File: config.mk
export PLATFORM = sky130hd
export DESIGN_NAME = shell_command_tokenizer
export DESIGN_NICKNAME = d
export VERILOG_FILES = /design/src/sct_pkg.sv /design/src/sct_decode.sv /design/src/sct_event_queue.sv /design/src/shell_command_tokenizer.sv
export SDC_FILE = /design/constraint.sdc
export NUM_CORES = 1
export LEC_CHECK = 0
export ABC_AREA = 1
export BUFFER_PORTS_ARGS = -buffer_cell sky130_fd_sc_hd__buf_2
export CAP_MARGIN = 20
export CORE_MARGIN = 4
export CORE_UTILIZATION = 52
export CTS_CLUSTER_SIZE = 28
export DETAILED_ROUTE_END_ITERATION = 16
export PLACE_DENSITY = 0.75
export SKIP_CTS_REPAIR_TIMING = 1
export SYNTH_ARGS = -nofsm -noshare
export SYNTH_HDL_FRONTEND = slang
export SYNTH_SLANG_ARGS = --single-unit
File: constraint.sdc
create_clock -name clk -period 2.45 [get_ports clk]
set_input_delay 0.1225 -clock clk [delete_from_list [all_inputs] [get_ports clk]]
set_output_delay 0.1225 -clock clk [all_outputs]
set_load 0.05 [all_outputs]
File: src/sct_pkg.sv
package sct_pkg;

  // Field widths
  localparam int CharW  = 8;
  localparam int KindW  = 3;
  localparam int ModeW  = 3;

  // Most events one input byte can cause
  localparam int MaxEvents = 4;
  localparam int IdxW      = $clog2(MaxEvents);
  localparam int CntW      = $clog2(MaxEvents + 1);

  // Lexer modes
  localparam logic [ModeW-1:0] ModeIdle  = 3'd0;
  localparam logic [ModeW-1:0] ModeWord  = 3'd1;
  localparam logic [ModeW-1:0] ModeWesc  = 3'd2;
  localparam logic [ModeW-1:0] ModeSq    = 3'd3;
  localparam logic [ModeW-1:0] ModeDq    = 3'd4;
  localparam logic [ModeW-1:0] ModeDqesc = 3'd5;
  localparam logic [ModeW-1:0] ModeGt    = 3'd6;

  // Event kinds
  localparam logic [KindW-1:0] EvChar = 3'd0;
  localparam logic [KindW-1:0] EvWend = 3'd1;
  localparam logic [KindW-1:0] EvPipe = 3'd2;
  localparam logic [KindW-1:0] EvRout = 3'd3;
  localparam logic [KindW-1:0] EvRapp = 3'd4;
  localparam logic [KindW-1:0] EvRin  = 3'd5;
  localparam logic [KindW-1:0] EvEnd  = 3'd6;
  localparam logic [KindW-1:0] EvUncl = 3'd7;

  // Special bytes
  localparam logic [CharW-1:0] CharNul   = 8'h00;
  localparam logic [CharW-1:0] CharHtab  = 8'h09;
  localparam logic [CharW-1:0] CharCr    = 8'h0D;
  localparam logic [CharW-1:0] CharSpace = 8'h20;
  localparam logic [CharW-1:0] CharDq    = 8'h22;
  localparam logic [CharW-1:0] CharSq    = 8'h27;
  localparam logic [CharW-1:0] CharLt    = 8'h3C;
  localparam logic [CharW-1:0] CharGt    = 8'h3E;
  localparam logic [CharW-1:0] CharBsl   = 8'h5C;
  localparam logic [CharW-1:0] CharPipe  = 8'h7C;

  typedef struct packed {
    logic [KindW-1:0] kind;
    logic [CharW-1:0] chr;
  } ev_t;

  typedef struct packed {
    ev_t [MaxEvents-1:0] ev;
    logic [CntW-1:0]     count;
  } ev_list_t;

  typedef struct packed {
    ev_list_t         lst;
    logic [ModeW-1:0] mode;
  } dec_t;

endpackage

File: src/sct_decode.sv
module sct_decode (
  input  logic [sct_pkg::ModeW-1:0] mode,
  input  logic [sct_pkg::CharW-1:0] chr,
  output sct_pkg::dec_t             dec
);
  import sct_pkg::*;

  // Append one event to the list
  function automatic ev_list_t push(ev_list_t l, logic [KindW-1:0] k, logic [CharW-1:0] c);
    ev_list_t r;
    r = l;
    if (r.count < CntW'(MaxEvents)) begin
      r.ev[r.count[IdxW-1:0]].kind = k;
      r.ev[r.count[IdxW-1:0]].chr  = (k == EvChar) ? c : CharNul;
      r.count = r.count + CntW'(1);
    end
    return r;
  endfunction

  function automatic logic is_delim(logic [CharW-1:0] c);
    return (c == CharNul) || (c == CharSpace) || ((c >= CharHtab) && (c <= CharCr)) ||
           (c == CharPipe) || (c == CharGt) || (c == CharLt);
  endfunction

  // Byte seen between tokens or inside an unquoted word
  function automatic dec_t plain_byte(dec_t d, logic [CharW-1:0] c, logic in_word);
    dec_t r;
    r = d;
    if (is_delim(c)) begin
      if (in_word) r.lst = push(r.lst, EvWend, CharNul);
      r.mode = ModeIdle;
      if (c == CharNul) r.lst = push(r.lst, EvEnd, CharNul);
      else if (c == CharPipe) r.lst = push(r.lst, EvPipe, CharNul);
      else if (c == CharLt) r.lst = push(r.lst, EvRin, CharNul);
      else if (c == CharGt) r.mode = ModeGt;
    end else if (c == CharSq) begin
      r.mode = ModeSq;
    end else if (c == CharDq) begin
      r.mode = ModeDq;
    end else if (c == CharBsl) begin
      r.mode = ModeWesc;
    end else begin
      r.lst  = push(r.lst, EvChar, c);
      r.mode = ModeWord;
    end
    return r;
  endfunction

  // Unclosed quote at line end
  function automatic dec_t open_quote_end(dec_t d);
    dec_t r;
    r = d;
    r.lst  = push(r.lst, EvUncl, CharNul);
    r.lst  = push(r.lst, EvWend, CharNul);
    r.lst  = push(r.lst, EvEnd, CharNul);
    r.mode = ModeIdle;
    return r;
  endfunction

  // Decode one byte against the current mode
  always_comb begin
    dec_t d;
    d = '0;
    d.mode = mode;
    case (mode)
      ModeWord: begin
        d = plain_byte(d, chr, 1'b1);
      end
      ModeWesc: begin
        if (chr == CharNul) begin
          d.lst  = push(d.lst, EvChar, CharBsl);
          d.lst  = push(d.lst, EvWend, CharNul);
          d.lst  = push(d.lst, EvEnd, CharNul);
          d.mode = ModeIdle;
        end else begin
          d.lst  = push(d.lst, EvChar, chr);
          d.mode = ModeWord;
        end
      end
      ModeSq: begin
        if (chr == CharNul) d = open_quote_end(d);
        else if (chr == CharSq) d.mode = ModeWord;
        else d.lst = push(d.lst, EvChar, chr);
      end
      ModeDq: begin
        if (chr == CharNul) d = open_quote_end(d);
        else if (chr == CharDq) d.mode = ModeWord;
        else if (chr == CharBsl) d.mode = ModeDqesc;
        else d.lst = push(d.lst, EvChar, chr);
      end
      ModeDqesc: begin
        if (chr == CharNul) begin
          d.lst = push(d.lst, EvChar, CharBsl);
          d = open_quote_end(d);
        end else begin
          d.lst  = push(d.lst, EvChar, chr);
          d.mode = ModeDq;
        end
      end
      ModeGt: begin
        if (chr == CharGt) begin
          d.lst  = push(d.lst, EvRapp, CharNul);
          d.mode = ModeIdle;
        end else begin
          d.lst = push(d.lst, EvRout, CharNul);
          d = plain_byte(d, chr, 1'b0);
        end
      end
      default: begin
        d = plain_byte(d, chr, 1'b0);
      end
    endcase
    dec = d;
  end

endmodule

File: src/sct_event_queue.sv
module sct_event_queue (
  input  logic                      clk,
  input  logic                      rst,
  input  logic                      load,
  input  sct_pkg::ev_list_t         load_list,
  output logic                      can_load,
  output logic                      event_valid,
  input  logic                      event_ready,
  output logic [sct_pkg::KindW-1:0] event_kind,
  output logic [sct_pkg::CharW-1:0] word_char,
  output logic                      last_event
);
  import sct_pkg::*;

  ev_list_t        lst;
  logic [IdxW-1:0] idx;
  logic            full;
  logic            deliver;
  logic            at_last;

  assign deliver  = full && event_ready;
  assign at_last  = ({1'b0, idx} == (lst.count - CntW'(1)));
  assign can_load = !full || (deliver && at_last);

  assign event_valid = full;
  assign event_kind  = lst.ev[idx].kind;
  assign word_char   = lst.ev[idx].chr;
  assign last_event  = at_last;

  // Hold control state: fill on load, advance on each delivered transaction
  always_ff @(posedge clk) begin
    if (rst) begin
      full <= 1'b0;
      idx  <= '0;
    end else if (load) begin
      full <= (load_list.count != '0);
      idx  <= '0;
    end else if (deliver) begin
      if (at_last) full <= 1'b0;
      else idx <= idx + IdxW'(1);
    end
  end

  // Capture the event list
  always_ff @(posedge clk) begin
    if (load) lst <= load_list;
  end

endmodule

File: src/shell_command_tokenizer.sv
// Streaming shell command-line lexer. Each char_in transaction carries one byte of a
// command line (0 ends the line) and yields zero to four event transactions: word
// characters, word end, pipe, redirect out/append/in, end of line and an unclosed-quote
// error, with last_event marking the final event of a byte. A byte is registered, decoded
// against the lexer mode combinationally, and its events leave one per cycle from an output
// list register while event_ready is high, so a byte with one event sustains one byte per
// cycle; a byte with none (an opening quote, a first '>') yields no event transaction. A
// byte passes through the input register and then the output list register.
module shell_command_tokenizer (
  input  logic       clk,
  input  logic       rst,
  input  logic       char_valid,
  output logic       char_ready,
  input  logic [7:0] char_in,
  output logic       event_valid,
  input  logic       event_ready,
  output logic [2:0] event_kind,
  output logic [7:0] word_char,
  output logic       last_event
);
  import sct_pkg::*;

  logic             byte_valid;
  logic [CharW-1:0] byte_r;
  logic [ModeW-1:0] mode;
  dec_t             dec;
  logic             can_load;
  logic             take;

  assign take       = byte_valid && can_load;
  assign char_ready = !byte_valid || can_load;

  // Input register
  always_ff @(posedge clk) begin
    if (rst) begin
      byte_valid <= 1'b0;
    end else if (char_ready) begin
      byte_valid <= char_valid;
    end
  end

  always_ff @(posedge clk) begin
    if (char_ready && char_valid) byte_r <= char_in;
  end

  // Advance lexer mode when a byte is decoded
  always_ff @(posedge clk) begin
    if (rst) begin
      mode <= ModeIdle;
    end else if (take) begin
      mode <= dec.mode;
    end
  end

  sct_decode u_decode (
    .mode (mode),
    .chr  (byte_r),
    .dec  (dec)
  );

  sct_event_queue u_queue (
    .clk         (clk),
    .rst         (rst),
    .load        (take),
    .load_list   (dec.lst),
    .can_load    (can_load),
    .event_valid (event_valid),
    .event_ready (event_ready),
    .event_kind  (event_kind),
    .word_char   (word_char),
    .last_event  (last_event)
  );

endmodule

# ---- After elaboration in Yosys (flattened, before gate mapping)
# Index checks and enable logic that the tools add are counted.
dict set report op_classes {
  bitwise_logic 1
  n_eq_ne 16
  n_mux 152
  n_reduce_logical 33
  mul 0
  addsub 13
  div 0
  shift 0
  n_lt_le_gt_ge 36
}
# op count
set op_table {}
lappend op_table {{$mux W47} 40}
lappend op_table {{$bwmux W44} 32}
lappend op_table {{$demux W11 S2} 22}
lappend op_table {{$mux W50} 8}
lappend op_table {{$pmux W50 S6} 1}
lappend op_table {{$mux W11} 15}
lappend op_table {{$mux W14} 9}
lappend op_table {{$mux W8} 11}
lappend op_table {{$eq A8 B6 Y1 const B} 5}
lappend op_table {{$lt A2 B3 Y1 const B} 12}
lappend op_table {{$add A3 B1 Y3 const B} 11}
lappend op_table {{$lt A3 B3 Y1 const B} 11}
lappend op_table {{$mux W3} 9}
lappend op_table {{$bmux W11 S2} 1}
lappend op_table {{$ge A2 B1 Y1 const B} 11}
lappend op_table {{$eq A8 B7 Y1 const B} 2}
lappend op_table {{$logic_and A1 B1 Y1} 16}
lappend op_table {{$eq A3 B3 Y1 const B} 3}
lappend op_table {{$ge A8 B4 Y1 const B} 1}
lappend op_table {{$le A8 B4 Y1 const B} 1}
lappend op_table {{$logic_not A8 Y1} 1}
lappend op_table {{$logic_or A1 B1 Y1} 7}
lappend op_table {{$eq A3 B2 Y1 const B} 2}
lappend op_table {{$ne A4 B1 Y1 const B} 1}
lappend op_table {{other kinds (14)} 19}
dict set report word_totals {
  memories 0
  mem_bits_rw 0
  out_inout_bits 14
  word_cells 265
  mem_bits_ro 0
  regBits 62
  latchBits 0
}

# ---- Logic depth before layout (Yosys ltp)
dict set report depth {
  ltp_word 32
  mapped_depth 14
  ltp_nobuf 14
}

# ---- Cells and area by module
# From an unflattened synthesis, not the netlist that was laid out.
dict set report hier_totals {
  cells_unflattened 388
  area_unflattened_um2 3442.1
}
# mod instances seq_area_each_um2 area_each_um2 cells_each
set modules_own_cells {}
lappend modules_own_cells {sct_event_queue 1 1471.4 1975.6 145}
lappend modules_own_cells {sct_decode 1 0.0 1054.8 208}
lappend modules_own_cells {shell_command_tokenizer 1 320.3 411.6 35}

# ---- Worst setup path before layout
# Ideal clock, no wire load.
dict set report synth_path {
  kind {register to register}
  from {register u_queue.lst[0] (netlist name)}
  to {register mode[2]}
  path_slack_ns 0.077
  period_less_slack_ns 2.373
  arrival_ns 2.246
  required_ns 2.323
  setup_time_ns 0.127
  stages_incl_launch_ff 11
  path_buffers 0
  cell_sequence {edfxtp_1 > inv_1 > ha_1 > xor2_1 > nand3_1 > nand2_1 > nand2_1 > nor2_2 > nand2_2 > nor4_1 > a211oi_1}
}
dict set report synth_between {
  elab_chain_cells 6
}
# item line_no
set synth_lines {}
lappend synth_lines {{from (decl)} sct_event_queue.sv:15} ;# ev_list_t lst;
lappend synth_lines {{from (signal assigned)} sct_event_queue.sv:46} ;# if (load) lst <= load_list;
lappend synth_lines {{$sub A3 B1 Y3} sct_event_queue.sv:22} ;# assign at_last = ({1'b0, idx} == (lst.count - CntW'(1)));
lappend synth_lines {{$eq A2 B3 Y1} sct_event_queue.sv:22}
lappend synth_lines {{$logic_and A1 B1 Y1} sct_event_queue.sv:23} ;# assign can_load = !full || (deliver && at_last);
lappend synth_lines {{$logic_or A1 B1 Y1} sct_event_queue.sv:23}
lappend synth_lines {{$logic_and A1 B1 Y1} shell_command_tokenizer.sv:30} ;# assign take = byte_valid && can_load;
lappend synth_lines {{net take} shell_command_tokenizer.sv:28} ;# logic take;
lappend synth_lines {{$reduce_and A3 Y1 (no source line)} n/a}
lappend synth_lines {{to (signal assigned)} shell_command_tokenizer.sv:49} ;# mode <= ModeIdle;
lappend synth_lines {{to (signal assigned)} shell_command_tokenizer.sv:51} ;# mode <= dec.mode;
lappend synth_lines {{to (decl)} shell_command_tokenizer.sv:25} ;# logic [ModeW-1:0] mode;
# The timed path passes the listed nets, and every way through them passes these cells.
# A chain may end at the register's enable or synchronous reset.

# ---- Final worst setup path
dict set report layout_path {
  from {register u_queue.lst[0] (netlist name)}
  to {register u_queue.lst[10] (netlist name) (enable)}
}
dict set report layout_between {
  elab_chain_cells 5
}
# item line_no
set layout_lines {}
lappend layout_lines {{$sub A3 B1 Y3} sct_event_queue.sv:22}
lappend layout_lines {{$eq A2 B3 Y1} sct_event_queue.sv:22}
lappend layout_lines {{$logic_and A1 B1 Y1} sct_event_queue.sv:23}
lappend layout_lines {{$logic_or A1 B1 Y1} sct_event_queue.sv:23}
lappend layout_lines {{$logic_and A1 B1 Y1} shell_command_tokenizer.sv:30}
lappend layout_lines {{net take} shell_command_tokenizer.sv:28}
# The timed path passes the listed nets, and every way through them passes these cells.

==> flow_summary.ini <==
[final_layout]
num_antenna_cells = 0
final_net_count = 341
fraction_of_final_layout_cells_sized_beyond_drive_strength_1 = 0.210
layout.cells.most_common = sky130_fd_sc_hd__nor2_1
area.growth.synth_to_final_pct = 15.5
most_frequent_cells_in_the_layout = 68 x sky130_fd_sc_hd__nor2_1, 46 x sky130_fd_sc_hd__nand2_1, 34 x sky130_fd_sc_hd__edfxtp_1
layout.cells.non_filler = 381
nFillCells = 376

[synth]
synth_top_family_by_area = simple AND/OR/NAND/NOR gates
synthXorXnorAreaFrac = 0.0113
postSynthAreaPerCell_um2 = 8.03
async_reset_ff_frac = 0
count_of_flip_flops_with_a_built_in_enable_after_synthesis = 34
synth.lib_cells_used.distinct = 34
syn_area_mm2 = 0.00232
synth-compound-area-share = 0.111
arithmetic_cell_share_of_the_synthesized_area_counting_full_adders_half_adders_and_majority_gates = 0.00539
synth_warnings = 0
synth_sequential_area_ratio = 0.500
share_of_synthesized_area_spent_on_multiplexers = 0
synthFlopType = sky130_fd_sc_hd__edfxtp_1
synth_simple_gate_area_share = 0.303
net_count_synth = 302
total_of_flip_flops_plus_latches_after_synthesis = 41
syn_inst = 289

[floorplanning]
fp.dieW_um = 74.8
boundaryPins = 26
die-height_um = 74.8
dieArea_mm2 = 0.00560
start_util = 0.537
coreArea_mm2 = 0.00432
num_rows = 24

[worst_setup_path]
critical_path.cell_chain = inv_1 > ha_1 > xor2_1 > nand3_1 > nand2_1 > nand2_1 > nor2_2 > buf_4
critical_path_sink = u_queue.lst[10]
critPathLaunch = u_queue.lst[0]
crit_type = reg2reg
r2r_end = u_queue.lst[10]
critical_path_arrival_ps = 1970
critical_path.reg2reg.startpoint = u_queue.lst[0]
setup.worst_path.start_class = flop
cp_slowest_cell = sky130_fd_sc_hd__edfxtp_1
crit_fanout = 26
reg2reg_setup_slack_ps = 450
category_of_the_worst_setup_path_capture_point = flop
cp_common_cell = sky130_fd_sc_hd__nand2_1
length_in_cells_of_the_worst_reg_to_reg_path = 8
worst_path_largest_cell_delay_ps = 400
critical_path_required_time_ps = 2410

[place]
placed_instance_count = 365
gp_congestion = 1.03
post-dp-hpwl_um = 3860
place.port_buffers = 25

[clock_tree]
clk-insertion-delay-late_ps = 290
clock_tree.root_cell = sky130_fd_sc_hd__clkbuf_8
cts_buffers = 5
tritoncts_clock_tree = built
worst_path_clk_slew_ps = 80
cts_buffer_depth = 2
cts.htree.levels = 2
cts_sinks = 41

[drt]
wire_per_inst_um = 13.0
drt_first_pass_iters = 5
drc = 0
number_of_vias_per_cell_after_detailed_routing = 5.21
ant_nets = 0
route.vias.total = 1986
drt_wl_total_um = 4940
drt-initial-drc-count = 196

[grt]
first_global_vias = 1888
grt_pass1_wl_um = 8210
antenna_found_initial = 0
globalRoute.totalOverflow = 0
grt_use_total = 0.193
grt_max_degree = 27

[sta]
post_layout_min_period_ps = 2000
finalHoldViolations = 0
fmaxAchievable_mhz = 499
setup_violations = 0
grt_setup_unrepaired = false
timing.final.max_slew_violations = 0
worst_slew_pin_slew_ps = 645
setup_total_negative_slack_ps = 0
slew_headroom = 0.567
final_min_period_over_clock_period = 0.817
final.setup_skew_ps = 8.71

[power]
pwr_density_cell_mw_per_mm2 = 647
leakagePower_nw = 1.21
worst_ir_drop_vdd_mv = 0.399

[run]
max_cap_violations = 0

[status]
status = complete, no violations

[min_path]
hold_path.class = in2reg
## per-stage QoR
stage / total power, W / util / setup slack [ps] / cell area, µm² / hold slack (ps)
4_1_cts: 0.00173 / 0.602 / 422 / 2600 / -9.19
5_1_grt: 0.00182 / 0.620 / 290 / 2680 / 43.9
3_3_place_gp: 0.00131 / 0.582 / 471 / 2510 / 299
3_5_place_dp: 0.00131 / 0.582 / 441 / 2510 / 301
6_report: 0.00173 / 0.620 / 448 / 2680 / 41.0
2_1_floorplan: 0.00121 / - / 77.1 / 2320 / 185
## Yosys cell counts (all sizes together), types with 2 or more instances
cell    count  area share
a21oi       9       0.021
clkbuf      3      0.0049
dfxtp       7       0.060
edfxtp     34        0.44
inv        40       0.065
nand2      55        0.10
nand3      14       0.035
nand4       2      0.0054
nor2       76        0.13
nor3        3      0.0065
nor3b       3       0.012
o21ai      24       0.052
o22ai       5       0.013
xor2        2      0.0075
## how the worst min path moves through the flow
stage | startpoint | to | slack [ps] | depth (start not counted)
final | rst | u_queue.event_valid | 40 | 2
after detailed placement | char_in[3] | byte_r[3] | 300 | 1
after floorplan | rst | u_queue.event_valid | 180 | 1
after CTS | char_in[3] | byte_r[3] | -9 | 1
after global placement | char_in[7] | byte_r[7] | 300 | 1
after global routing | rst | u_queue.event_valid | 40 | 2
## power breakdown
group / internal [W] / leakage [nW] / switching [W]
Clock: 0.000196 / 0.0439 / 0.000229
Sequential: 0.000829 / 0.382 / 0.0000311
Combinational: 0.000122 / 0.784 / 0.000328
## state kept, by name, summed over array words and instances (netlist names)
signal / count
u_queue.lst: 26
u_queue.event_valid: 1
byte_r: 8
u_queue.idx: 2
mode: 3
byte_valid: 1
## cell families (layout without fill, tap and decap cells)
logic type / count (synthesis) / in the layout
adders and majority gates: 1 / 1
DFF: 41 / 41
buffers and inverters: 43 / 83
AOI/OAI and AO/OA: 45 / 45
and+or+nand+nor: 156 / 156
xor gates and xnor gates: 3 / 3
## critical path: cells and delay by family (launching register included)
kind,cells,cell delay (ps)
and+or+nand+nor,4,490
buffers and inverters,2,410
DFF,1,400
adders and majority gates,1,230
xor gates and xnor gates,1,140
## layer usage
metal / up-vias / part of all wire / GRT usage
met4: 0 / 0.033 / 0.0810
met3: 16 / 0.074 / 0.0401
met2: 82 / 0.45 / 0.314
met5: - / 0 / 0
li1: 1028 / - / -
met1: 860 / 0.44 / 0.252
## final cells by class
cell class,count,area (µm²),share of cell area
clock buffer,5,68.8,0.0257
clock inverter,3,17.5,0.00653
inverter,40,150,0.0560
multi-input combinational,205,998,0.372
sequential,41,1160,0.433
tap,52,65.1,0.0243
timing repair buffer,35,220,0.0821
Power figures use the tool's default switching activity.
